==> src/rtl/lifsoma_pkg.sv <==
// shared types, constants and helpers for the lif neuron soma update block
package lifsoma_pkg;

    localparam int POTENTIAL_WIDTH = 20;
    localparam int EXT_WIDTH = ((POTENTIAL_WIDTH > 19) ? POTENTIAL_WIDTH : 19) + 3;

    localparam int SYN_WIDTH = 18;
    localparam int OUT_POT_WIDTH = 20;
    localparam int STATUS_WIDTH = 2;
    localparam int CFG_ADDR_WIDTH = 3;
    localparam int CFG_DATA_WIDTH = 19;

    localparam logic [CFG_ADDR_WIDTH-1:0] CFG_LEAK_VALUE       = 3'd0;
    localparam logic [CFG_ADDR_WIDTH-1:0] CFG_POS_THRESHOLD    = 3'd1;
    localparam logic [CFG_ADDR_WIDTH-1:0] CFG_NEG_THRESHOLD    = 3'd2;
    localparam logic [CFG_ADDR_WIDTH-1:0] CFG_THRESHOLD_MASK   = 3'd3;
    localparam logic [CFG_ADDR_WIDTH-1:0] CFG_RESET_POTENTIAL  = 3'd4;
    localparam logic [CFG_ADDR_WIDTH-1:0] CFG_MODE_BITS        = 3'd5;
    localparam logic [CFG_ADDR_WIDTH-1:0] CFG_LEAK_RANDOM      = 3'd6;
    localparam logic [CFG_ADDR_WIDTH-1:0] CFG_THRESHOLD_RANDOM = 3'd7;

    localparam logic [1:0] RST_LOAD = 2'd0;
    localparam logic [1:0] RST_SUB  = 2'd1;
    localparam logic [1:0] RST_KEEP = 2'd2;
    localparam logic [1:0] RST_ZERO = 2'd3;

    localparam logic [STATUS_WIDTH-1:0] ST_IDLE = 2'd0;
    localparam logic [STATUS_WIDTH-1:0] ST_NEG  = 2'd1;
    localparam logic [STATUS_WIDTH-1:0] ST_FIRE = 2'd2;

    localparam logic signed [EXT_WIDTH-1:0] POT_MAX =
        EXT_WIDTH'((64'sd1 <<< (POTENTIAL_WIDTH - 1)) - 64'sd1);
    localparam logic signed [EXT_WIDTH-1:0] POT_MIN = -POT_MAX - EXT_WIDTH'(1);

    typedef logic signed [EXT_WIDTH-1:0] ext_t;

    typedef struct packed {
        logic signed [8:0]  leak_value;
        logic [17:0]        pos_threshold;
        logic [17:0]        neg_threshold;
        logic [17:0]        threshold_mask;
        logic signed [18:0] reset_potential;
        logic [4:0]         mode_bits;
        logic [7:0]         leak_random;
        logic [17:0]        threshold_random;
    } lifsoma_cfg_t;

    typedef struct packed {
        logic [STATUS_WIDTH-1:0]           status;
        logic signed [POTENTIAL_WIDTH-1:0] potential;
    } lifsoma_res_t;

    function automatic ext_t sat_pot(input ext_t v);
        ext_t r;
        if (v > POT_MAX) begin
            r = POT_MAX;
        end else if (v < POT_MIN) begin
            r = POT_MIN;
        end else begin
            r = v;
        end
        return r;
    endfunction

endpackage

==> src/rtl/lifsoma_core.sv <==
// combinational membrane update: integrate, leak, threshold checks and reset
module lifsoma_core (
    input  lifsoma_pkg::lifsoma_cfg_t                 cfg,
    input  logic signed [lifsoma_pkg::POTENTIAL_WIDTH-1:0] potential,
    input  logic signed [lifsoma_pkg::SYN_WIDTH-1:0]       synaptic_sum,
    output lifsoma_pkg::lifsoma_res_t                 res
);
    import lifsoma_pkg::*;

    always_comb begin
        ext_t v;
        ext_t lambda;
        ext_t mag;
        ext_t term;
        ext_t n;
        ext_t alpha_n;
        ext_t beta;
        ext_t beta_n;
        ext_t r;
        logic [1:0] rmode;
        logic [STATUS_WIDTH-1:0] status;

        lambda  = EXT_WIDTH'(cfg.leak_value);
        r       = EXT_WIDTH'(cfg.reset_potential);
        n       = ext_t'({{(EXT_WIDTH-18){1'b0}}, cfg.threshold_random & cfg.threshold_mask});
        beta    = ext_t'({{(EXT_WIDTH-18){1'b0}}, cfg.neg_threshold});
        beta_n  = beta + n;
        alpha_n = ext_t'({{(EXT_WIDTH-18){1'b0}}, cfg.pos_threshold}) + n;
        rmode   = cfg.mode_bits[4:3];
        status  = ST_IDLE;

        // integrate
        v = sat_pot(EXT_WIDTH'(potential) + EXT_WIDTH'(synaptic_sum));

        // leak
        if (cfg.mode_bits[1]) begin
            mag = (lambda < 0) ? -lambda : lambda;
            if (mag >= ext_t'({{(EXT_WIDTH-8){1'b0}}, cfg.leak_random})) begin
                term = (lambda < 0) ? -ext_t'(1) : ((lambda > 0) ? ext_t'(1) : ext_t'(0));
            end else begin
                term = '0;
            end
        end else begin
            mag  = '0;
            term = lambda;
        end
        if (cfg.mode_bits[0]) begin
            term = (v < 0) ? -term : ((v > 0) ? term : ext_t'(0));
        end
        v = sat_pot(v + term);

        // negative threshold
        if (cfg.mode_bits[2]) begin
            if (v < -beta) begin
                status = ST_NEG;
                v = sat_pot(-beta);
            end
        end else if (v < -beta_n) begin
            status = ST_NEG;
            case (rmode)
                RST_LOAD: v = sat_pot(-r);
                RST_SUB:  v = sat_pot(v + beta_n);
                RST_KEEP: v = v;
                default:  v = '0;
            endcase
        end

        // positive threshold, firing wins
        if (v >= alpha_n) begin
            status = ST_FIRE;
            case (rmode)
                RST_LOAD: v = sat_pot(r);
                RST_SUB:  v = sat_pot(v - alpha_n);
                RST_KEEP: v = v;
                default:  v = '0;
            endcase
        end

        res.status    = status;
        res.potential = v[POTENTIAL_WIDTH-1:0];
    end

endmodule

==> src/rtl/lif_neuron_soma_update.sv <==
// top level of the lif neuron soma update block
//
// usage: each transaction on the s_ channel is one tick carrying the signed
// synaptic sum. the block adds it to the membrane potential, applies leak,
// checks both thresholds and returns one transaction on the m_ channel with
// the neuron status in m_tuser and the updated potential in m_tdata.
// a tick accepted at one edge shows up on m_ right after it. throughput is
// one tick per cycle while m_tready is high; the membrane update, a chain
// of adds, compares and saturation, is combinational and sits between the
// potential register and the result register.
// when the receiver stalls, the result register holds its transaction and
// s_tready drops until that result is taken; with m_tready high the block
// takes a tick every cycle.
// registers are written through cfg_wr_en/cfg_addr/cfg_wdata, one per cycle;
// the user must write them only while no tick is in flight (not enforced).
// reset (aresetn low, synchronous) clears the potential to zero, empties the
// result register and loads the register defaults: pos_threshold 1, others 0.
module lif_neuron_soma_update (
    input  logic                                   aclk,
    input  logic                                   aresetn,
    input  logic                                   s_tvalid,
    output logic                                   s_tready,
    input  logic [23:0]                            s_tdata,   // synaptic_sum[17:0]
    output logic                                   m_tvalid,
    input  logic                                   m_tready,
    output logic [23:0]                            m_tdata,   // potential_out[19:0]
    output logic [1:0]                             m_tuser,   // soma_status[1:0]
    input  logic                                   cfg_wr_en,
    input  logic [lifsoma_pkg::CFG_ADDR_WIDTH-1:0] cfg_addr,
    input  logic [lifsoma_pkg::CFG_DATA_WIDTH-1:0] cfg_wdata
);
    import lifsoma_pkg::*;

    lifsoma_cfg_t                     cfg_reg;
    logic signed [POTENTIAL_WIDTH-1:0] pot_reg;
    logic                             out_valid_reg;
    logic [STATUS_WIDTH-1:0]          out_status_reg;
    logic signed [OUT_POT_WIDTH-1:0]  out_pot_reg;
    lifsoma_res_t                     res_next;
    logic                             in_fire;
    ext_t                             pot_ext;

    assign s_tready = !out_valid_reg || m_tready;
    assign in_fire  = s_tvalid && s_tready;

    lifsoma_core u_core (
        .cfg          (cfg_reg),
        .potential    (pot_reg),
        .synaptic_sum (s_tdata[SYN_WIDTH-1:0]),
        .res          (res_next)
    );

    assign pot_ext = EXT_WIDTH'(res_next.potential);

    always_ff @(posedge aclk) begin
        if (!aresetn) begin
            cfg_reg.leak_value       <= '0;
            cfg_reg.pos_threshold    <= 18'd1;
            cfg_reg.neg_threshold    <= '0;
            cfg_reg.threshold_mask   <= '0;
            cfg_reg.reset_potential  <= '0;
            cfg_reg.mode_bits        <= '0;
            cfg_reg.leak_random      <= '0;
            cfg_reg.threshold_random <= '0;
        end else if (cfg_wr_en) begin
            case (cfg_addr)
                CFG_LEAK_VALUE:       cfg_reg.leak_value       <= cfg_wdata[8:0];
                CFG_POS_THRESHOLD:    cfg_reg.pos_threshold    <= cfg_wdata[17:0];
                CFG_NEG_THRESHOLD:    cfg_reg.neg_threshold    <= cfg_wdata[17:0];
                CFG_THRESHOLD_MASK:   cfg_reg.threshold_mask   <= cfg_wdata[17:0];
                CFG_RESET_POTENTIAL:  cfg_reg.reset_potential  <= cfg_wdata[18:0];
                CFG_MODE_BITS:        cfg_reg.mode_bits        <= cfg_wdata[4:0];
                CFG_LEAK_RANDOM:      cfg_reg.leak_random      <= cfg_wdata[7:0];
                CFG_THRESHOLD_RANDOM: cfg_reg.threshold_random <= cfg_wdata[17:0];
                default: ;
            endcase
        end
    end

    always_ff @(posedge aclk) begin
        if (!aresetn) begin
            pot_reg       <= '0;
            out_valid_reg <= 1'b0;
        end else begin
            if (in_fire) begin
                pot_reg       <= res_next.potential;
                out_valid_reg <= 1'b1;
            end else if (m_tready) begin
                out_valid_reg <= 1'b0;
            end
        end
    end

    always_ff @(posedge aclk) begin
        if (in_fire) begin
            out_status_reg <= res_next.status;
            out_pot_reg    <= pot_ext[OUT_POT_WIDTH-1:0];
        end
    end

    assign m_tvalid = out_valid_reg;
    assign m_tuser  = out_status_reg;
    assign m_tdata  = {4'd0, out_pot_reg};

    a_status_code: assert property (@(posedge aclk) disable iff (!aresetn)
        m_tvalid |-> (m_tuser == ST_IDLE || m_tuser == ST_NEG || m_tuser == ST_FIRE))
        else $error("invalid neuron status code");

    a_accept_gives_result: assert property (@(posedge aclk) disable iff (!aresetn)
        in_fire |=> m_tvalid)
        else $error("accepted tick produced no result");

    a_drain_empties: assert property (@(posedge aclk) disable iff (!aresetn)
        (m_tvalid && m_tready && !s_tvalid) |=> !m_tvalid)
        else $error("result repeated after being taken");

    a_ready_when_empty: assert property (@(posedge aclk) disable iff (!aresetn)
        !m_tvalid |-> s_tready)
        else $error("input stalled with empty result register");

endmodule

==> config.mk <==
export PLATFORM = sky130hd
export DESIGN_NAME = lif_neuron_soma_update
export DESIGN_NICKNAME = d
export VERILOG_FILES = /design/src/rtl/lifsoma_pkg.sv /design/src/rtl/lifsoma_core.sv /design/src/rtl/lif_neuron_soma_update.sv
export SDC_FILE = /design/constraint.sdc
export NUM_CORES = 1
export LEC_CHECK = 0
export BUFFER_PORTS_ARGS = -buffer_cell sky130_fd_sc_hd__clkbuf_2
export CAP_MARGIN = 20
export CORE_AREA = 2 2 196 198
export DETAILED_ROUTE_END_ITERATION = 8
export DIE_AREA = 0 0 198 200
export PLACE_DENSITY = 0.59
export SLEW_MARGIN = 30
export SYNTH_ARGS = -nofsm -noshare
export SYNTH_HDL_FRONTEND = slang
export SYNTH_HIERARCHICAL = 1
export SYNTH_SLANG_ARGS = --single-unit
==> constraint.sdc <==
create_clock -name aclk -period 18.15 [get_ports aclk]
set_input_delay 1.815 -clock aclk [delete_from_list [all_inputs] [get_ports aclk]]
set_output_delay 1.815 -clock aclk [all_outputs]
set_load 0.005 [all_outputs]
* Word level (Yosys, flattened, before mapping)
Cells that the tools add are included.
** Operators by class
- Reduce and logical (&&, ||, !) cells :: 14
- Order comparisons :: 22
- Multiplexer cells :: 33
- Add/sub/neg operators :: 11
- Bitwise gates (word level) :: 1
- Eq/ne operators :: 9
** Operators with widths (number)
- $mux 23 :: 20
- $gt 23x20->1 const B :: 6
- $lt 23x20->1 const B :: 6
- $mux 20 :: 5
- $pmux 23 s3 :: 1
- $pmux 20 s3 :: 1
- $add 23x23->23 :: 2
- $lt 23x23->1 :: 2
- $neg 23->23 :: 2
- $add 18x18->19 :: 2
- $ge 23x20->1 :: 1
- $ge 23x9->1 :: 1
- $gt 23x1->1 const B :: 1
- $lt 23x1->1 const B :: 1
- $neg 18->23 :: 1
- $neg 19->23 :: 1
- $neg 9->23 :: 1
- $sub 23x20->23 :: 1
- $add 20x18->21 :: 1
- $gt 19x20->1 const B :: 1
- $lt 19x20->1 const B :: 1
- $and 18x18->18 :: 1
- $reduce_and 2->1 :: 8
- $eq 3x3->1 const B :: 4
- 14 further kinds :: 19
** Storage, ports and cells
- Word-level logic and storage cells :: 102
- Register bits :: 156
- Bits of input ports :: 51
- Output and inout bits :: 28

* Depth between registers and ports, before layout
Gate-level depths: netlist of run 1.
- Depth in word-level cells :: 25
- Depth in mapped cells :: 74
- Gate-level depth less buffers :: 70

* By module
Netlist of run 1, hierarchy kept.
** Modules (own cells, without submodules)
- lifsoma_core :: times used 1, area an instance 11379.7 µm², sequential area each 0.0 µm², cells each 1672
- lif_neuron_soma_update :: times used 1, area an instance 5288.8 µm², sequential area each 3343.2 µm², cells each 525

* Worst setup path before layout of run 1
No wires, ideal clock.
- Kind :: input-to-reg
- From :: in s_tdata[0]
- To :: reg out_pot_reg[1], data pin
- Path buffers :: 6
- Setup time :: 0.264 ns
- Arrival :: 14.941 ns
- Stages :: 69
- Data required time :: 17.886 ns
- Slack :: 2.945 ns
- Cell sequence :: ha_1 > inv_1 > fa_1 > nand2b_1 > a21oi_2 > o31ai_4 > a211oi_1 > or2_1 > buf_2 > inv_1 > or4b_1 > nor3_4 > clkbuf_1 > nor2_1 > ha_1 > inv_1 > fa_1 > nor2b_1 > [33 not listed] > inv_1 > fa_1 > a21o_1 > a21oi_1 > o21bai_1 > a21oi_1 > o21bai_1 > nand4_1 > a31o_2 > o31ai_1 > o31a_1 > nor2_1 > inv_1 > a311o_1 > o22a_1 > buf_6 > a211o_1 > a211o_1
** RTL lines
- from (decl) :: RTL line lif_neuron_soma_update.sv:23 : input logic [23:0] s_tdata,
- to (signal assigned) :: RTL line lif_neuron_soma_update.sv:97 : out_pot_reg <= pot_ext[OUT_POT_WIDTH-1:0];
- to (decl) :: RTL line lif_neuron_soma_update.sv:38 : logic signed [OUT_POT_WIDTH-1:0] out_pot_reg;

==> reports/results.ini, run 1 <==
[critical_path]
slowest_stage=ha_1
ff2ff_setup_slack_ns=1.78
setup.worst_path.end_class=register
cp_data_arrival_time_ns=17.11
slowest_delay_ns=0.65
crit_type=in -> reg
cp_common_cell=buf_4
worst_setup_path_start_kind=primary input
cp_data_required_time_ns=18.47
path_max_fanout=12

[clocking]
cts_tree=done
post_cts_buffers=0
clk_latency_ns=0.45
clkTransAtPathRegs_ns=0.07
cts_sinks=156
hold_buffers=0
cts_max_path_buffers=2
h-tree-depth=4
ctsResizeCount=0
clockRootBuffer=clkbuf_16
cts-buffers-inserted=17

[layout]
antennaDiodeCount=0
layout_commonest_cell=o21ai_0
nets=2478
layout_common_cells=o21ai_0, ha_1, nand2_1
drive_gt1_share_pct=10.2
largest_reg_flops=113
syn_to_final_growth_pct=9.50

[sta]
relSlewSlack_pct=33.1
setup_viol=0
rsz0062_at_grt=false
tightest_slew_ns=0.993
setup_tns_ns=0
hold_viol=0
max_freq_mhz=59.5
slew_viol_final=0
period_minus_slack_ns=16.80
fin_worst_skew_ns=0.0149
finalCritPeriodShare_pct=92.5

[die]
start_util_pct=44.6
pin_count=79
row_count=71
die_x_microns=198
core_area_sq_mm=0.0374
die_area_sq_mm=0.0396
die_h_microns=200

[drt]
wl_per_cell_microns=21.1
dr.pass1.iters=8
vias=16819
wl_microns=58400
drc=0
ant_nets=0
drtIter0Drc=1449
vias_per_cell=6.08

[yosys]
ys.flop_type=dfxtp_1
syn_area_per_cell_sq_um=7.59
synthCells=2197
ys_seq_elements=156
syn_area_sq_mm=0.0167
synth-async-reset-ratio_pct=0
ys_types=105
synth_seq_area_share_pct=20.1
synth-edff-count=22
synth_warnings=6

[place]
place_congestion=0.990
hpwl_microns=47200
port_buffers=68

[global_route]
grtUsageTotal_pct=29.7
grt_pass1_vias=15538
globalRouteOverflowTotal=0
antenna_found_initial=0
grt_pass1_wl_microns=90300
grt_max_degree=98

[flow_run]
max-cap-violations=0

[status]
status=finished, final reports clean

[hold_path]
worst_hold_path_type=reg -> reg

cell usage after synthesis (9+ instances only):
cell type | instances | area [sq um]
a211o_1 | 17 | 149
a211oi_1 | 25 | 188
a21o_1 | 41 | 308
a21oi_1 | 151 | 756
a221oi_1 | 9 | 78.8
a31oi_1 | 13 | 81.3
and2_1 | 35 | 219
buf_1 | 12 | 45.0
buf_2 | 19 | 95.1
clkbuf_1 | 66 | 248
dfxtp_1 | 134 | 2680
edfxtp_1 | 22 | 661
ha_1 | 178 | 2230
inv_1 | 101 | 379
maj3_1 | 11 | 110
mux2i_1 | 31 | 310
nand2_1 | 171 | 642
nand2b_1 | 17 | 106
nand3_1 | 143 | 716
nand4_1 | 32 | 200
nor2_1 | 165 | 619
nor2b_1 | 21 | 131
nor3_1 | 48 | 240
nor4_1 | 11 | 68.8
o2111ai_1 | 9 | 78.8
o211ai_1 | 18 | 135
o21a_1 | 34 | 255
o21ai_0 | 230 | 1150
o21ai_1 | 9 | 45.0
o21ai_2 | 11 | 96.3
o21bai_1 | 33 | 248
o221ai_1 | 15 | 131
o31ai_1 | 15 | 113
or2_2 | 13 | 81.3
or3_1 | 27 | 169
or4_1 | 10 | 75.1
xnor2_1 | 78 | 683
xor2_1 | 57 | 499
worst paths after layout:
check,from,end,cells after the start
worst max-delay path,s_tdata[0],pot_reg[0],69
worst min-delay path,cfg_reg[10],cfg_reg[10],2
worst max register to register,cfg_reg[106],pot_reg[0],71
worst min register to register,cfg_reg[10],cfg_reg[10],2
critical path: cells and delay by family:
family,cells,cell delay (ns)
adders and majority gates,9,3.13
AOI/OAI and AO/OA,32,7.16
and+or+nand+nor,15,3.22
muxes,1,0.07
buffers and inverters,12,1.62
metal layers:
| metal | part of all wire (%) | up-vias | track usage [%] |
|---|---|---|---|
| li1 | - | 8218 | - |
| met1 | 46 | 8039 | 40.8 |
| met2 | 46 | 497 | 49.2 |
| met3 | 5.5 | 65 | 3.38 |
| met4 | 2.4 | 0 | 8.74 |
| met5 | 0 | - | 0 |
cells by family (layout without fill, tap and decap cells):
| group | count (synthesis) | count (layout) | share of synthesized area [%] |
|---|---|---|---|
| multiplexers | 37 | 37 | 2.28 |
| other | 1 | 4 | 0.0225 |
| buffers and inverters | 209 | 265 | 5.16 |
| flip-flops | 156 | 156 | 20.1 |
| adder cells (fa/ha/maj) | 195 | 195 | 14.7 |
| AO/OA/AOI/OAI | 727 | 727 | 28.6 |
| AND/OR/NAND/NOR | 737 | 737 | 22.1 |
| XOR/XNOR | 135 | 135 | 7.09 |
stage by stage:
step                      cells  setup slack [ns]  hold WS [ns]  area [sq um]  util (%)
after floorplan            2200              2.95         0.435         16700         -
after global placement     2735              1.28         0.445         17700      47.2
after detailed placement   2735              1.20         0.453         17700      47.2
after CTS                  2767              1.60         0.468         18200      48.8
after global routing       2767             0.137         0.486         18300      48.8
final                      2767              1.35         0.467         18300      48.8
cell type report:
| class | count | area (sq um) |
|---|---|---|
| Clock buffer | 20 | 447 |
| Timing Repair Buffer | 130 | 821 |
| Inverter | 103 | 387 |
| Clock inverter | 12 | 130 |
| Fill cell | 3797 | 19100 |
| Tap cell | 511 | 639 |
| Multi-Input combinational cell | 1835 | 12500 |
| Sequential cell | 156 | 3340 |
Power of run 1 is not shown: default switching activity piles up to over one toggle a cycle in this logic, so the estimate is an artifact.
==> inputs of run 2 (changes only) <==
--- a/config.mk
+++ b/config.mk
@@ -5,7 +5,7 @@
 export SDC_FILE = /design/constraint.sdc
 export NUM_CORES = 1
 export LEC_CHECK = 0
-export BUFFER_PORTS_ARGS = -buffer_cell sky130_fd_sc_hd__clkbuf_2
+export BUFFER_PORTS_ARGS = -buffer_cell sky130_fd_sc_hd__buf_2
 export CAP_MARGIN = 20
 export CORE_AREA = 2 2 196 198
 export DETAILED_ROUTE_END_ITERATION = 8
==> run 2 against run 1 <==
  * Clock skew about the same
  * Cell count is essentially flat
  * Fmax shrank 1.2%
  * Global-route usage fell by 0.51 points
  * Final area grew 0.13%
  * Sequential cell count unchanged
  * Setup slack worse by 0.20 ns
  * Hold slack worse by 0.0025 ns
  * Critical path type unchanged
  * Critical endpoint is now pot_reg[16]
==> reports/results.ini, run 2 (same netlist as run 1, synthesis figures left out) <==
[clocking]
clk_latency_ns=0.45
hold_buffers=0
cts_max_path_buffers=2
cts-buffers-inserted=17
ctsResizeCount=0
clockRootBuffer=clkbuf_16
cts_tree=done
cts_sinks=156
post_cts_buffers=0
clkTransAtPathRegs_ns=0.07
h-tree-depth=4

[die]
core_area_sq_mm=0.0374
pin_count=79
die_x_microns=198
start_util_pct=44.6
die_h_microns=200
die_area_sq_mm=0.0396
row_count=71

[layout]
nets=2477
drive_gt1_share_pct=10.2
syn_to_final_growth_pct=9.64
layout_common_cells=o21ai_0, ha_1, nand2_1
largest_reg_flops=113
layout_commonest_cell=o21ai_0

[critical_path]
cp_data_required_time_ns=18.53
slowest_stage=ha_1
cp_data_arrival_time_ns=17.38
setup.worst_path.end_class=register
crit_type=in -> reg
path_delay_family=compound AO/OA/AOI/OAI gates
slowest_delay_ns=0.64
path_buf_inv=6
worst_setup_path_start_kind=primary input
path_max_fanout=13

[place]
pre_cts_ws_ns=1.06
hpwl_microns=46900
place_congestion=1.01
port_buffers=68

[sta]
setup_viol=0
final.setup.worst_slack_ns=1.15
fin_worst_skew_ns=0.0147
finalCritPeriodShare_pct=93.7
rsz0062_at_grt=false
relSlewSlack_pct=37.1
period_minus_slack_ns=17.00
slew_viol_final=0
tightest_slew_ns=0.934
setup_tns_ns=0
hold_viol=0
max_freq_mhz=58.8

[global_route]
grtUsageTotal_pct=29.2
globalRouteOverflowTotal=0
grt_pass1_wl_microns=88500
antenna_found_initial=2
grt_pass1_vias=15544
grt_max_degree=98

[status]
status=finished, final reports clean

[drt]
vias=16732
drc=0
ant_nets=0
dr.pass1.iters=9
wl_microns=57800
drtIter0Drc=1296
wl_per_cell_microns=20.9
vias_per_cell=6.04

[flow_run]
max-cap-violations=0

[hold_path]
worst_hold_path_type=reg -> reg

[run 2: cell types whose count changed in the layout (fill, tap and decap cells not counted), sizes merged]
| cell | change |
|---|---|
| inv | +4 |
| clkinvlp | +1 |
| clkinv | -4 |
| buf | +66 |
| clkbuf | -68 |
| diode | +3 |
[run 2: cell type report]
type | instances | area, sq um
fill | 3761 | 19100
multi-input combinational | 1835 | 12500
sequential | 156 | 3340
timing repair buffer | 129 | 813
tap | 511 | 639
clock buffer | 19 | 464
inverter | 103 | 387
clock inverter | 13 | 143
antenna | 3 | 7.51
[run 2: metal layers]
layer / vias to the layer above / part of all wire, % / GRT usage (%)
li1: 8218 / - / -
met1: 7881 / 46 / 39.5
met2: 544 / 45 / 46.8
met3: 87 / 5.9 / 4.08
met4: 2 / 3.5 / 12.1
met5: - / 0.11 / 1.23
[run 2: path summary, 6_finish.rpt]
kind                              startpoint          end  slack (ns)  depth (start not counted)
worst min-delay path             cfg_reg[56]  cfg_reg[56]        0.46                          2
worst max-delay path              s_tdata[0]  pot_reg[16]        1.15                         66
worst min register to register   cfg_reg[56]  cfg_reg[56]        0.46                          2
worst max register to register  cfg_reg[106]  pot_reg[16]        1.57                         68
[run 2: worst register-to-register path, delay by kind of cell (launching register included)]
| kind | cells | cell delay, ns |
|---|---|---|
| adders and majority gates | 7 | 2.71 |
| AOI/OAI and AO/OA | 36 | 8.47 |
| and+or+nand+nor | 21 | 4.31 |
| DFF | 1 | 0.40 |
| buffers and inverters | 2 | 0.31 |
| xor gates and xnor gates | 1 | 0.14 |
| muxes | 1 | 0.16 |
[run 2: through the flow]
step / std cells / instance area [sq um] / util, % / hold WS, ns
global placement: 2733 / 17600 / 47.2 / 0.445
finish: 2769 / 18300 / 48.9 / 0.464
detailed placement: 2733 / 17600 / 47.2 / 0.452
floorplan: 2200 / 16700 / - / 0.435
global route: 2766 / 18300 / 48.8 / 0.485
CTS: 2765 / 18200 / 48.8 / 0.466
Power of run 2 is left out for the same reason.
